===== src/hdl/weekly_alarm_scheduler_macros.svh =====
// assertion macros for the weekly alarm scheduler
`ifndef WEEKLY_ALARM_SCHEDULER_MACROS_SVH
`define WEEKLY_ALARM_SCHEDULER_MACROS_SVH

// antecedent implies consequent in the same cycle, on clk, quiet in rst
`define WAS_ASSERT_IMPLIES(label, ante, cons, msg) \
  label: assert property (@(posedge clk) disable iff (rst) (ante) |-> (cons)) \
    else $error(msg);

// condition must never hold, on clk, quiet in rst
`define WAS_ASSERT_NEVER(label, cond, msg) \
  label: assert property (@(posedge clk) disable iff (rst) !(cond)) \
    else $error(msg);

`endif


===== src/hdl/was_pkg.sv =====
// types, constants and codes of the weekly alarm scheduler
package was_pkg;

  localparam int TIME_W       = 40;
  localparam int STIME_W      = TIME_W + 2;
  localparam int OFFSET_W     = 20;
  localparam int CFG_W        = 16;
  localparam int CFG_INDEX_W  = 1;
  localparam int NEXT_INDEX_W = 6;

  localparam int TABLE_DEPTH_DEFAULT = 64;

  localparam int WEEK_SECONDS = 604800;
  localparam int WEEK_START   = 345600;
  localparam int WEEK_BIAS    = WEEK_SECONDS - WEEK_START;

  localparam int WARN_RESET = 300;
  localparam int ON_RESET   = 20;

  // remainder unit: digits of MOD_DIGIT bits per cycle over the biased time
  localparam int MOD_SUM_W = TIME_W + 1;
  localparam int MOD_DIGIT = 4;
  localparam int MOD_STEPS = (MOD_SUM_W + MOD_DIGIT - 1) / MOD_DIGIT;
  localparam int MOD_X_W   = MOD_STEPS * MOD_DIGIT;
  localparam int MOD_CNT_W = $clog2(MOD_STEPS + 1);

  localparam logic [1:0] CMD_CLEAR  = 2'd0;
  localparam logic [1:0] CMD_APPEND = 2'd1;
  localparam logic [1:0] CMD_ARM    = 2'd2;
  localparam logic [1:0] CMD_TICK   = 2'd3;

  localparam logic [1:0] STATUS_OK    = 2'd0;
  localparam logic [1:0] STATUS_FULL  = 2'd1;
  localparam logic [1:0] STATUS_EMPTY = 2'd2;

  localparam logic [CFG_INDEX_W-1:0] CFG_WARN = 1'd0;
  localparam logic [CFG_INDEX_W-1:0] CFG_ON   = 1'd1;

  typedef struct packed {
    logic [1:0]          command;
    logic [OFFSET_W-1:0] entry_offset;
    logic [TIME_W-1:0]   now;
    logic                suppress_refresh;
  } was_in_t;

  typedef struct packed {
    logic                    show_alarm;
    logic                    beep;
    logic                    refresh_request;
    logic                    rolled_over;
    logic [NEXT_INDEX_W-1:0] next_index;
    logic [TIME_W-1:0]       next_time;
    logic                    is_armed;
    logic [1:0]              status;
  } was_out_t;

endpackage


===== src/hdl/was_week_mod.sv =====
// week offset unit: (t + week bias) mod week length, one digit of MOD_DIGIT bits per cycle
module was_week_mod (
  input  logic                          clk,
  input  logic                          rst,
  input  logic                          start,
  input  logic [was_pkg::TIME_W-1:0]    t,
  output logic                          done,
  output logic [was_pkg::OFFSET_W-1:0]  rem
);
  import was_pkg::*;

  logic                 busy;
  logic [MOD_CNT_W-1:0] cnt;
  logic [MOD_X_W-1:0]   x;
  logic [OFFSET_W-1:0]  r;
  logic [OFFSET_W-1:0]  r_next;
  logic [OFFSET_W:0]    acc;
  logic [MOD_SUM_W-1:0] biased;

  assign biased = MOD_SUM_W'(t) + MOD_SUM_W'(WEEK_BIAS);

  // one restoring step per bit; remainder stays below the week length
  always_comb begin
    acc = {1'b0, r};
    for (int k = 0; k < MOD_DIGIT; k++) begin
      acc = {acc[OFFSET_W-1:0], x[MOD_X_W-1-k]};
      if (acc >= (OFFSET_W+1)'(WEEK_SECONDS)) begin
        acc = acc - (OFFSET_W+1)'(WEEK_SECONDS);
      end
    end
    r_next = acc[OFFSET_W-1:0];
  end

  always_ff @(posedge clk) begin
    if (rst) begin
      busy <= 1'b0;
      done <= 1'b0;
      cnt  <= '0;
    end else begin
      done <= 1'b0;
      if (start) begin
        busy <= 1'b1;
        cnt  <= '0;
      end else if (busy) begin
        cnt <= cnt + 1'b1;
        if (cnt == MOD_CNT_W'(MOD_STEPS - 1)) begin
          busy <= 1'b0;
          done <= 1'b1;
        end
      end
    end
  end

  always_ff @(posedge clk) begin
    if (start) begin
      x <= MOD_X_W'(biased);
      r <= '0;
    end else if (busy) begin
      x <= x << MOD_DIGIT;
      r <= r_next;
    end
  end

  assign rem = r;

endmodule


===== src/hdl/weekly_alarm_scheduler.sv =====
// weekly alarm scheduler top level: offset table, alarm search and tick logic
//
//   channel  dir  handshake                   payload
//   item     in   item_valid / item_stall     was_in_t  (command, offset, now, suppress)
//   result   out  result_valid / result_stall was_out_t (window, beep, next alarm, status)
//   cfg      in   cfg_write                   cfg_index, cfg_data (warn, on seconds)
//
// clear, append and an unarmed tick go from S_EXEC to S_DONE, a tick without rollover
// through S_TWIN, S_TCMP and S_SHOW; arm and a rolling tick also run the week offset
// unit over its 11 digit steps, then the table reads one entry a cycle
// reset is synchronous; the table itself is not cleared, only its fill count
// one word is in work at a time; a finished result waits in the output
// register, so the next word is taken while the result side stalls
`include "weekly_alarm_scheduler_macros.svh"

module weekly_alarm_scheduler #(
  parameter int TABLE_DEPTH = was_pkg::TABLE_DEPTH_DEFAULT
) (
  input  logic                            clk,
  input  logic                            rst,
  input  logic                            item_valid,
  output logic                            item_stall,
  input  was_pkg::was_in_t                item,
  output logic                            result_valid,
  input  logic                            result_stall,
  output was_pkg::was_out_t               result,
  input  logic                            cfg_write,
  input  logic [was_pkg::CFG_INDEX_W-1:0] cfg_index,
  input  logic [was_pkg::CFG_W-1:0]       cfg_data
);
  import was_pkg::*;

  localparam int IW = (TABLE_DEPTH > 1) ? $clog2(TABLE_DEPTH) : 1;
  localparam int CW = $clog2(TABLE_DEPTH + 1);

  localparam logic [3:0] S_IDLE  = 4'd0;
  localparam logic [3:0] S_EXEC  = 4'd1;
  localparam logic [3:0] S_TWIN  = 4'd2;
  localparam logic [3:0] S_TCMP  = 4'd3;
  localparam logic [3:0] S_MOD   = 4'd4;
  localparam logic [3:0] S_BASE  = 4'd5;
  localparam logic [3:0] S_SCAN  = 4'd6;
  localparam logic [3:0] S_PLACE = 4'd7;
  localparam logic [3:0] S_SHOW  = 4'd8;
  localparam logic [3:0] S_DONE  = 4'd9;

  logic [3:0] state;
  was_in_t    item_q;

  // configuration
  logic [CFG_W-1:0] warn_seconds;
  logic [CFG_W-1:0] on_seconds;

  // scheduler state
  logic [CW-1:0]     entry_count;
  logic [TIME_W-1:0] alarm_abs_time;
  logic [IW-1:0]     alarm_slot;
  logic              armed_flag;
  logic              beeped_flag;
  logic [TIME_W-1:0] last_redraw;

  // word result being built
  logic       res_show;
  logic       res_beep;
  logic       res_refresh;
  logic       res_rolled;
  logic [1:0] res_status;
  logic       res_load;

  // alarm window ends, wide enough for no wrap
  logic signed [STIME_W-1:0] ontime;
  logic signed [STIME_W-1:0] offtime;
  logic signed [STIME_W-1:0] now_s;
  logic signed [STIME_W-1:0] last_s;
  logic                      past_off;
  logic                      refresh_hit;

  // alarm search
  logic                      mod_start;
  logic                      mod_done;
  logic [OFFSET_W-1:0]       mod_rem;
  logic [OFFSET_W-1:0]       woff;
  logic signed [STIME_W-1:0] wstart;
  logic signed [STIME_W-1:0] wnext;
  logic [CW-1:0]             rd_ptr;
  logic                      rd_vld;
  logic [IW-1:0]             rd_idx;
  logic                      scan_first;
  logic                      found;
  logic [OFFSET_W-1:0]       best_val;
  logic [IW-1:0]             best_idx;
  logic [OFFSET_W-1:0]       low_val;
  logic [IW-1:0]             low_idx;
  logic signed [STIME_W-1:0] place_base;
  logic [OFFSET_W-1:0]       place_off;
  logic signed [STIME_W-1:0] place_at;
  logic [TIME_W-1:0]         place_time;

  // offset table
  logic [OFFSET_W-1:0] offset_table [TABLE_DEPTH];
  logic                tbl_we;
  logic [IW-1:0]       tbl_waddr;
  logic                tbl_re;
  logic [IW-1:0]       tbl_raddr;
  logic [OFFSET_W-1:0] tbl_rdata;

  logic                      table_full;
  logic [IW+NEXT_INDEX_W-1:0] slot_wide;

  assign item_stall = (state != S_IDLE);

  // configuration writes
  always_ff @(posedge clk) begin
    if (rst) begin
      warn_seconds <= CFG_W'(WARN_RESET);
      on_seconds   <= CFG_W'(ON_RESET);
    end else if (cfg_write) begin
      case (cfg_index)
        CFG_WARN: warn_seconds <= cfg_data;
        CFG_ON:   on_seconds   <= cfg_data;
        default:  ;
      endcase
    end
  end

  // table memory, one write and one registered read port
  assign table_full = (entry_count >= CW'(TABLE_DEPTH));
  assign tbl_we     = (state == S_EXEC) && (item_q.command == CMD_APPEND) && !table_full;
  assign tbl_waddr  = entry_count[IW-1:0];
  assign tbl_re     = (state == S_SCAN) && (rd_ptr < entry_count);
  assign tbl_raddr  = rd_ptr[IW-1:0];

  always_ff @(posedge clk) begin
    if (tbl_we) begin
      offset_table[tbl_waddr] <= item_q.entry_offset;
    end
    if (tbl_re) begin
      tbl_rdata <= offset_table[tbl_raddr];
    end
  end

  // week offset starts on arm, or on a tick whose window has closed, if the table is not empty
  assign mod_start = (entry_count != '0) &&
                     ((state == S_EXEC && item_q.command == CMD_ARM) ||
                      (state == S_TCMP && past_off));

  was_week_mod u_week_mod (
    .clk   (clk),
    .rst   (rst),
    .start (mod_start),
    .t     (item_q.now),
    .done  (mod_done),
    .rem   (mod_rem)
  );

  // window compares on the stored ends
  assign now_s    = $signed(STIME_W'(item_q.now));
  assign last_s   = $signed(STIME_W'(last_redraw));
  assign past_off = (now_s >= offtime);
  assign refresh_hit = !item_q.suppress_refresh &&
                       ((now_s >= ontime && now_s <= offtime && last_s < ontime) ||
                        (past_off && last_s > ontime && last_s < offtime));

  // alarm placement: this week if some entry lies ahead, else next week
  assign place_base = found ? wstart : wnext;
  assign place_off  = found ? best_val : low_val;
  assign place_at   = place_base + $signed(STIME_W'(place_off));

  always_comb begin
    if (place_at[STIME_W-1]) begin
      place_time = '0;
    end else if (place_at[STIME_W-2:TIME_W] != '0) begin
      place_time = '1;
    end else begin
      place_time = place_at[TIME_W-1:0];
    end
  end

  // word leaves for the output register once that register is free
  assign res_load = (state == S_DONE) && (!result_valid || !result_stall);

  // main sequencer
  always_ff @(posedge clk) begin
    if (rst) begin
      state          <= S_IDLE;
      entry_count    <= '0;
      alarm_abs_time <= '0;
      alarm_slot     <= '0;
      armed_flag     <= 1'b0;
      beeped_flag    <= 1'b0;
      last_redraw    <= '0;
      rd_vld         <= 1'b0;
    end else begin
      case (state)
        S_IDLE: begin
          if (item_valid) begin
            item_q      <= item;
            res_show    <= 1'b0;
            res_beep    <= 1'b0;
            res_refresh <= 1'b0;
            res_rolled  <= 1'b0;
            res_status  <= STATUS_OK;
            state       <= S_EXEC;
          end
        end
        S_EXEC: begin
          case (item_q.command)
            CMD_CLEAR: begin
              entry_count <= '0;
              armed_flag  <= 1'b0;
              state       <= S_DONE;
            end
            CMD_APPEND: begin
              if (table_full) begin
                res_status <= STATUS_FULL;
              end else begin
                entry_count <= entry_count + 1'b1;
              end
              state <= S_DONE;
            end
            CMD_ARM: begin
              if (entry_count == '0) begin
                res_status <= STATUS_EMPTY;
                state      <= S_DONE;
              end else begin
                state <= S_MOD;
              end
            end
            default: begin
              // tick; an unarmed scheduler reports nothing
              state <= armed_flag ? S_TWIN : S_DONE;
            end
          endcase
        end
        S_TWIN: begin
          ontime  <= $signed(STIME_W'(alarm_abs_time)) - $signed(STIME_W'(warn_seconds));
          offtime <= $signed(STIME_W'(alarm_abs_time)) + $signed(STIME_W'(on_seconds));
          state   <= res_rolled ? S_SHOW : S_TCMP;
        end
        S_TCMP: begin
          // redraw request is judged on the alarm before any rollover
          res_refresh <= refresh_hit;
          if (past_off && entry_count != '0) begin
            state <= S_MOD;
          end else begin
            state <= S_SHOW;
          end
        end
        S_MOD: begin
          if (mod_done) begin
            woff  <= mod_rem;
            state <= S_BASE;
          end
        end
        S_BASE: begin
          wstart     <= $signed(STIME_W'(item_q.now)) - $signed(STIME_W'(woff));
          rd_ptr     <= '0;
          rd_vld     <= 1'b0;
          scan_first <= 1'b1;
          found      <= 1'b0;
          state      <= S_SCAN;
        end
        S_SCAN: begin
          wnext <= wstart + $signed(STIME_W'(WEEK_SECONDS));
          if (tbl_re) begin
            rd_ptr <= rd_ptr + 1'b1;
            rd_idx <= rd_ptr[IW-1:0];
          end
          rd_vld <= tbl_re;
          if (rd_vld) begin
            // strict compares keep the lowest index on ties
            scan_first <= 1'b0;
            if (scan_first || tbl_rdata < low_val) begin
              low_val <= tbl_rdata;
              low_idx <= rd_idx;
            end
            if (tbl_rdata > woff && (!found || tbl_rdata < best_val)) begin
              best_val <= tbl_rdata;
              best_idx <= rd_idx;
              found    <= 1'b1;
            end
          end
          if (!tbl_re && !rd_vld) begin
            state <= S_PLACE;
          end
        end
        S_PLACE: begin
          alarm_abs_time <= place_time;
          alarm_slot     <= found ? best_idx : low_idx;
          last_redraw    <= item_q.now;
          beeped_flag    <= 1'b0;
          res_rolled     <= 1'b1;
          if (item_q.command == CMD_ARM) begin
            armed_flag <= 1'b1;
            state      <= S_DONE;
          end else begin
            state <= S_TWIN;
          end
        end
        S_SHOW: begin
          if (now_s >= ontime && now_s < offtime) begin
            res_show <= 1'b1;
            if (!beeped_flag) begin
              res_beep    <= 1'b1;
              beeped_flag <= 1'b1;
            end
          end
          state <= S_DONE;
        end
        S_DONE: begin
          // hand the word over once the output register is free
          if (res_load) begin
            state <= S_IDLE;
          end
        end
        default: begin
          state <= S_IDLE;
        end
      endcase
    end
  end

  // output valid: set on a new word, cleared when taken
  always_ff @(posedge clk) begin
    if (rst) begin
      result_valid <= 1'b0;
    end else if (res_load) begin
      result_valid <= 1'b1;
    end else if (!result_stall) begin
      result_valid <= 1'b0;
    end
  end

  assign slot_wide = (IW + NEXT_INDEX_W)'(alarm_slot);

  // output register payload
  always_ff @(posedge clk) begin
    if (res_load) begin
      result.show_alarm      <= res_show;
      result.beep            <= res_beep;
      result.refresh_request <= res_refresh;
      result.rolled_over     <= res_rolled;
      result.next_index      <= slot_wide[NEXT_INDEX_W-1:0];
      result.next_time       <= alarm_abs_time;
      result.is_armed        <= armed_flag;
      result.status          <= res_status;
    end
  end

  `WAS_ASSERT_NEVER(a_count_range, entry_count > CW'(TABLE_DEPTH), "fill count above depth")
  `WAS_ASSERT_IMPLIES(a_armed_nonempty, armed_flag, entry_count != '0, "armed with empty table")
  `WAS_ASSERT_IMPLIES(a_slot_in_table, armed_flag, alarm_slot < entry_count, "slot beyond table")
  `WAS_ASSERT_IMPLIES(a_beep_shows, result_valid && result.beep, result.show_alarm, "beep off window")
  `WAS_ASSERT_IMPLIES(a_mod_expected, mod_done, state == S_MOD, "week offset done out of turn")

endmodule


===== config.mk =====
export PLATFORM = sky130hd
export DESIGN_NAME = weekly_alarm_scheduler
export DESIGN_NICKNAME = d
export VERILOG_FILES = /design/src/hdl/was_pkg.sv /design/src/hdl/was_week_mod.sv /design/src/hdl/weekly_alarm_scheduler.sv
export VERILOG_INCLUDE_DIRS = /design/src /design/src/hdl
export SDC_FILE = /design/constraint.sdc
export NUM_CORES = 2
export LEC_CHECK = 0
export BUFFER_PORTS_ARGS = -buffer_cell sky130_fd_sc_hd__buf_4
export CAP_MARGIN = 20
export CELL_PAD_IN_SITES_DETAIL_PLACEMENT = 0
export CELL_PAD_IN_SITES_GLOBAL_PLACEMENT = 1
export CORE_ASPECT_RATIO = 0.75
export CORE_UTILIZATION = 54
export CTS_BUF_LIST = sky130_fd_sc_hd__clkbuf_8 sky130_fd_sc_hd__clkbuf_16
export CTS_CLUSTER_DIAMETER = 200
export DETAILED_ROUTE_END_ITERATION = 10
export PLACE_DENSITY = 0.83
export SLEW_MARGIN = 20
export SYNTH_ARGS = -nofsm -noshare
export SYNTH_HDL_FRONTEND = slang
export SYNTH_HIERARCHICAL = 1
export SYNTH_SLANG_ARGS = --single-unit
export TNS_END_PERCENT = 100

===== constraint.sdc =====
create_clock -name clk -period 7.7 [get_ports clk]
set_clock_uncertainty 0.1 [all_clocks]
set_input_delay 0.77 -clock clk [delete_from_list [all_inputs] [get_ports clk]]
set_output_delay 0.77 -clock clk [all_outputs]
set_load 0.01 [all_outputs]

==> flow_summary.json <==
{
  "drtPass1Iterations": 5,
  "hold_path.class": "in2reg",
  "synth_top_family_by_area": "multiplexers",
  "synth_top_area_share_pct": 61.3,
  "fillCellCount": 10875,
  "syn_area_per_cell_sq_um": 15.6,
  "io_buffers": 139,
  "peakVddDrop_v": 0.000418,
  "drtIter0Drc": 7378,
  "ys_warn_count": 6,
  "die_w_um": 458,
  "critical-path-top-delay-family": "compound AO/OA/AOI/OAI gates",
  "cts_buffer_depth": 3,
  "worstSetupPathType": "reg2reg",
  "outcome": "complete, no violations",
  "cts-root-buf": "clkbuf_16",
  "hpwl_um": 155000,
  "power_density_nw_per_um2": 274,
  "ctsHoldBuffers": 51,
  "grt_use_total_pct": 31.2,
  "fp-row-count": 124,
  "ant_nets": 0,
  "grt_max_degree": 121,
  "cts_setup_buffers": 0,
  "die-area_sq_um": 157000,
  "synthToLayoutAreaGrowth_pct": 12.3,
  "cap_violations": 0,
  "synth_xor_area_share_pct": 2.59,
  "overflow": 0,
  "synth_adder_area_share_pct": 4.60,
  "cp_cell_sequence": "inv_1, ha_1, nand2b_1, a21boi_1, o21ai_2, a211o_1, a211oi_2, o21ai_2, o21ai_4, mux2i_1, a22o_2, a31oi_2, nor2_1, a211o_1, a211o_1, a211oi_2, a21oi_1, a311o_1",
  "grt_pass1_wl_um": 350000,
  "slew_headroom_pct": 21.2,
  "required_ns": 8.29,
  "synth.distinct_cells": 129,
  "initial_utilization_pct": 54.8,
  "slowest_stage": "dfxtp_1",
  "critPathBufInv": 1,
  "critPathMaxStageDelay_ns": 0.65,
  "synthSimpleGateAreaFrac_pct": 6.86,
  "syn_nets": 5779,
  "start_kind": "register",
  "setup_viol": 0,
  "cts_tree": "built",
  "yosysMostFrequentCell": "edfxtp_1",
  "worstMarginPinSlew_ns": 1.17,
  "ys.flop_type": "edfxtp_1",
  "worstPathMaxFanout": 15,
  "drc": 0,
  "finalNetCount": 6047,
  "fin_tns_setup_ns": 0,
  "core_sq_um": 153000,
  "grt_setup_unrepaired": "false",
  "post-route-min-period_ns": 6.46,
  "endpoint_kind": "register",
  "clock_sinks": 1877,
  "final_util_pct": 61.5,
  "synth.cell_area_sq_um": 84100,
  "vias_per_cell": 6.60,
  "slew_viol_final": 0,
  "grt_pass1_vias": 49387,
  "yosys.area.top_type": "edfxtp_1",
  "antenna_found_initial": 20,
  "layout.cells.non_filler": 7819,
  "ys_ff_latch": 1877,
  "cts_buffers": 171,
  "numPlacedInstances": 7447,
  "ios": 140,
  "clock_latency_ns": 0.85,
  "cts.htree.levels": 4,
  "fin_crit_sh_pct": 83.9,
  "muxShareOfSynthArea_pct": 12.2,
  "crit_arrival_ns": 7.05,
  "wire_per_inst_um": 31.4,
  "hold_viol": 0,
  "synth_common_cells": "edfxtp_1 (1715), mux4_2 (420), nand2_1 (361), nor2_1 (329), ha_1 (303)",
  "yosys-top-cells-area": "edfxtp_1 (61%), mux4_2 (11%), ha_1 (4.5%)",
  "max_freq_mhz": 155,
  "fp.dieH_um": 344,
  "cts_resized": 0,
  "synth_edf_count": 1715,
  "synth_sequential_area_ratio_pct": 65.1,
  "routed_wl_um": 245000,
  "num_vias": 51587,
  "path_common_cell": "a211o_1",
  "clkTransAtPathRegs_ns": 0.07,
  "synth_cells": 5387,
  "drive_gt1_share_pct": 19.7,
  "synth_compound_area_share_pct": 6.50,
  "leakage_nw": 31.6,
  "async_flop_share_pct": 0,
  "gp_congestion": 1.01
}
## final timing paths
path                           from                 end  slack [ns]  cells past startpoint
setup reg to reg  u_week_mod/rem[6]  u_week_mod/rem[15]        1.24                     18
hold / removal             item[36]          item_q[36]        0.03                      1
setup / recovery  u_week_mod/rem[6]  u_week_mod/rem[15]        1.24                     18
hold reg to reg           wstart[5]            wnext[5]        0.32                      0
## stage by stage
stage               setup slack [ns]  power (mW)  hold slack (ns)  cell area, sq um
finish                          1.24        25.9           0.0330             94400
global placement                1.43        17.2            0.325             88100
detailed placement              1.41        17.2            0.323             88100
floorplan                       1.29        15.7            0.300             84100
CTS                             1.35        25.8        0.0000140             94300
global route                   0.852        26.7           0.0232             94400
## flip-flops by register name (all words and copies together) (netlist names), 20 cells and up
signal	cells
alarm_abs_time	40
u_week_mod/x	44
wnext	42
u_week_mod/rem	20
last_redraw	40
offtime	41
wstart	41
woff	20
tbl_rdata	20
offset_table	1280
result	53
best_val	20
ontime	41
item_q	63
low_val	20
## area by class of cell
type	count	area, sq um	area share (%)
Timing Repair Buffer	322	2670	2.83
Clock buffer	178	4380	4.64
Sequential cell	1877	54700	58.0
Inverter	221	830	0.879
Tap cell	2016	2520	2.67
Antenna cell	7	17.5	0.0186
Clock inverter	136	1350	1.43
Multi-Input combinational cell	3062	27900	29.5
## cell families after synthesis
family	after synthesis
xor gates and xnor gates	243
AOI/OAI and AO/OA	836
and+or+nand+nor	1185
DFF	1877
buffers and inverters	448
muxes	491
adders and majority gates	307
## worst reg2reg max path: cells and delay by family (launching register included)
kind	cells	cell delay [ns]
buf+inv	1	0.18
mux	1	0.15
simple gates	2	0.48
flops	1	0.65
fa+ha+maj	1	0.32
compound gates	13	4.46
## where the power goes
part	switching, mW	internal [mW]
clock	4.02	4.72
combinational	3.66	1.83
sequential	0.251	11.4
total	7.92	17.9
## metal layers
| metal | up-vias | GRT usage [%] | share of wire (%) |
|---|---|---|---|
| met2 | 3301 | 42.9 | 42 |
| met5 | - | 1.42 | 0.15 |
| met3 | 389 | 10.7 | 14 |
| met4 | 8 | 8.30 | 2.4 |
| met1 | 26287 | 47.1 | 42 |
| li1 | 21602 | - | - |
## cell usage in the layout, fill, tap and decap left out, types with 74 or more instances in the layout
cell / Yosys / layout
a21oi_1: 282 / 280
buf_4: 4 / 261
clkbuf_16: 0 / 171
dfxtp_1: 162 / 162
edfxtp_1: 1715 / 1715
ha_1: 303 / 303
inv_1: 218 / 250
mux4_2: 420 / 420
nand2_1: 361 / 361
nand3_1: 95 / 94
nor2_1: 329 / 263
o21ai_0: 149 / 149
xnor2_1: 162 / 161
xor2_1: 75 / 74
(Power assumes the default switching activity.)
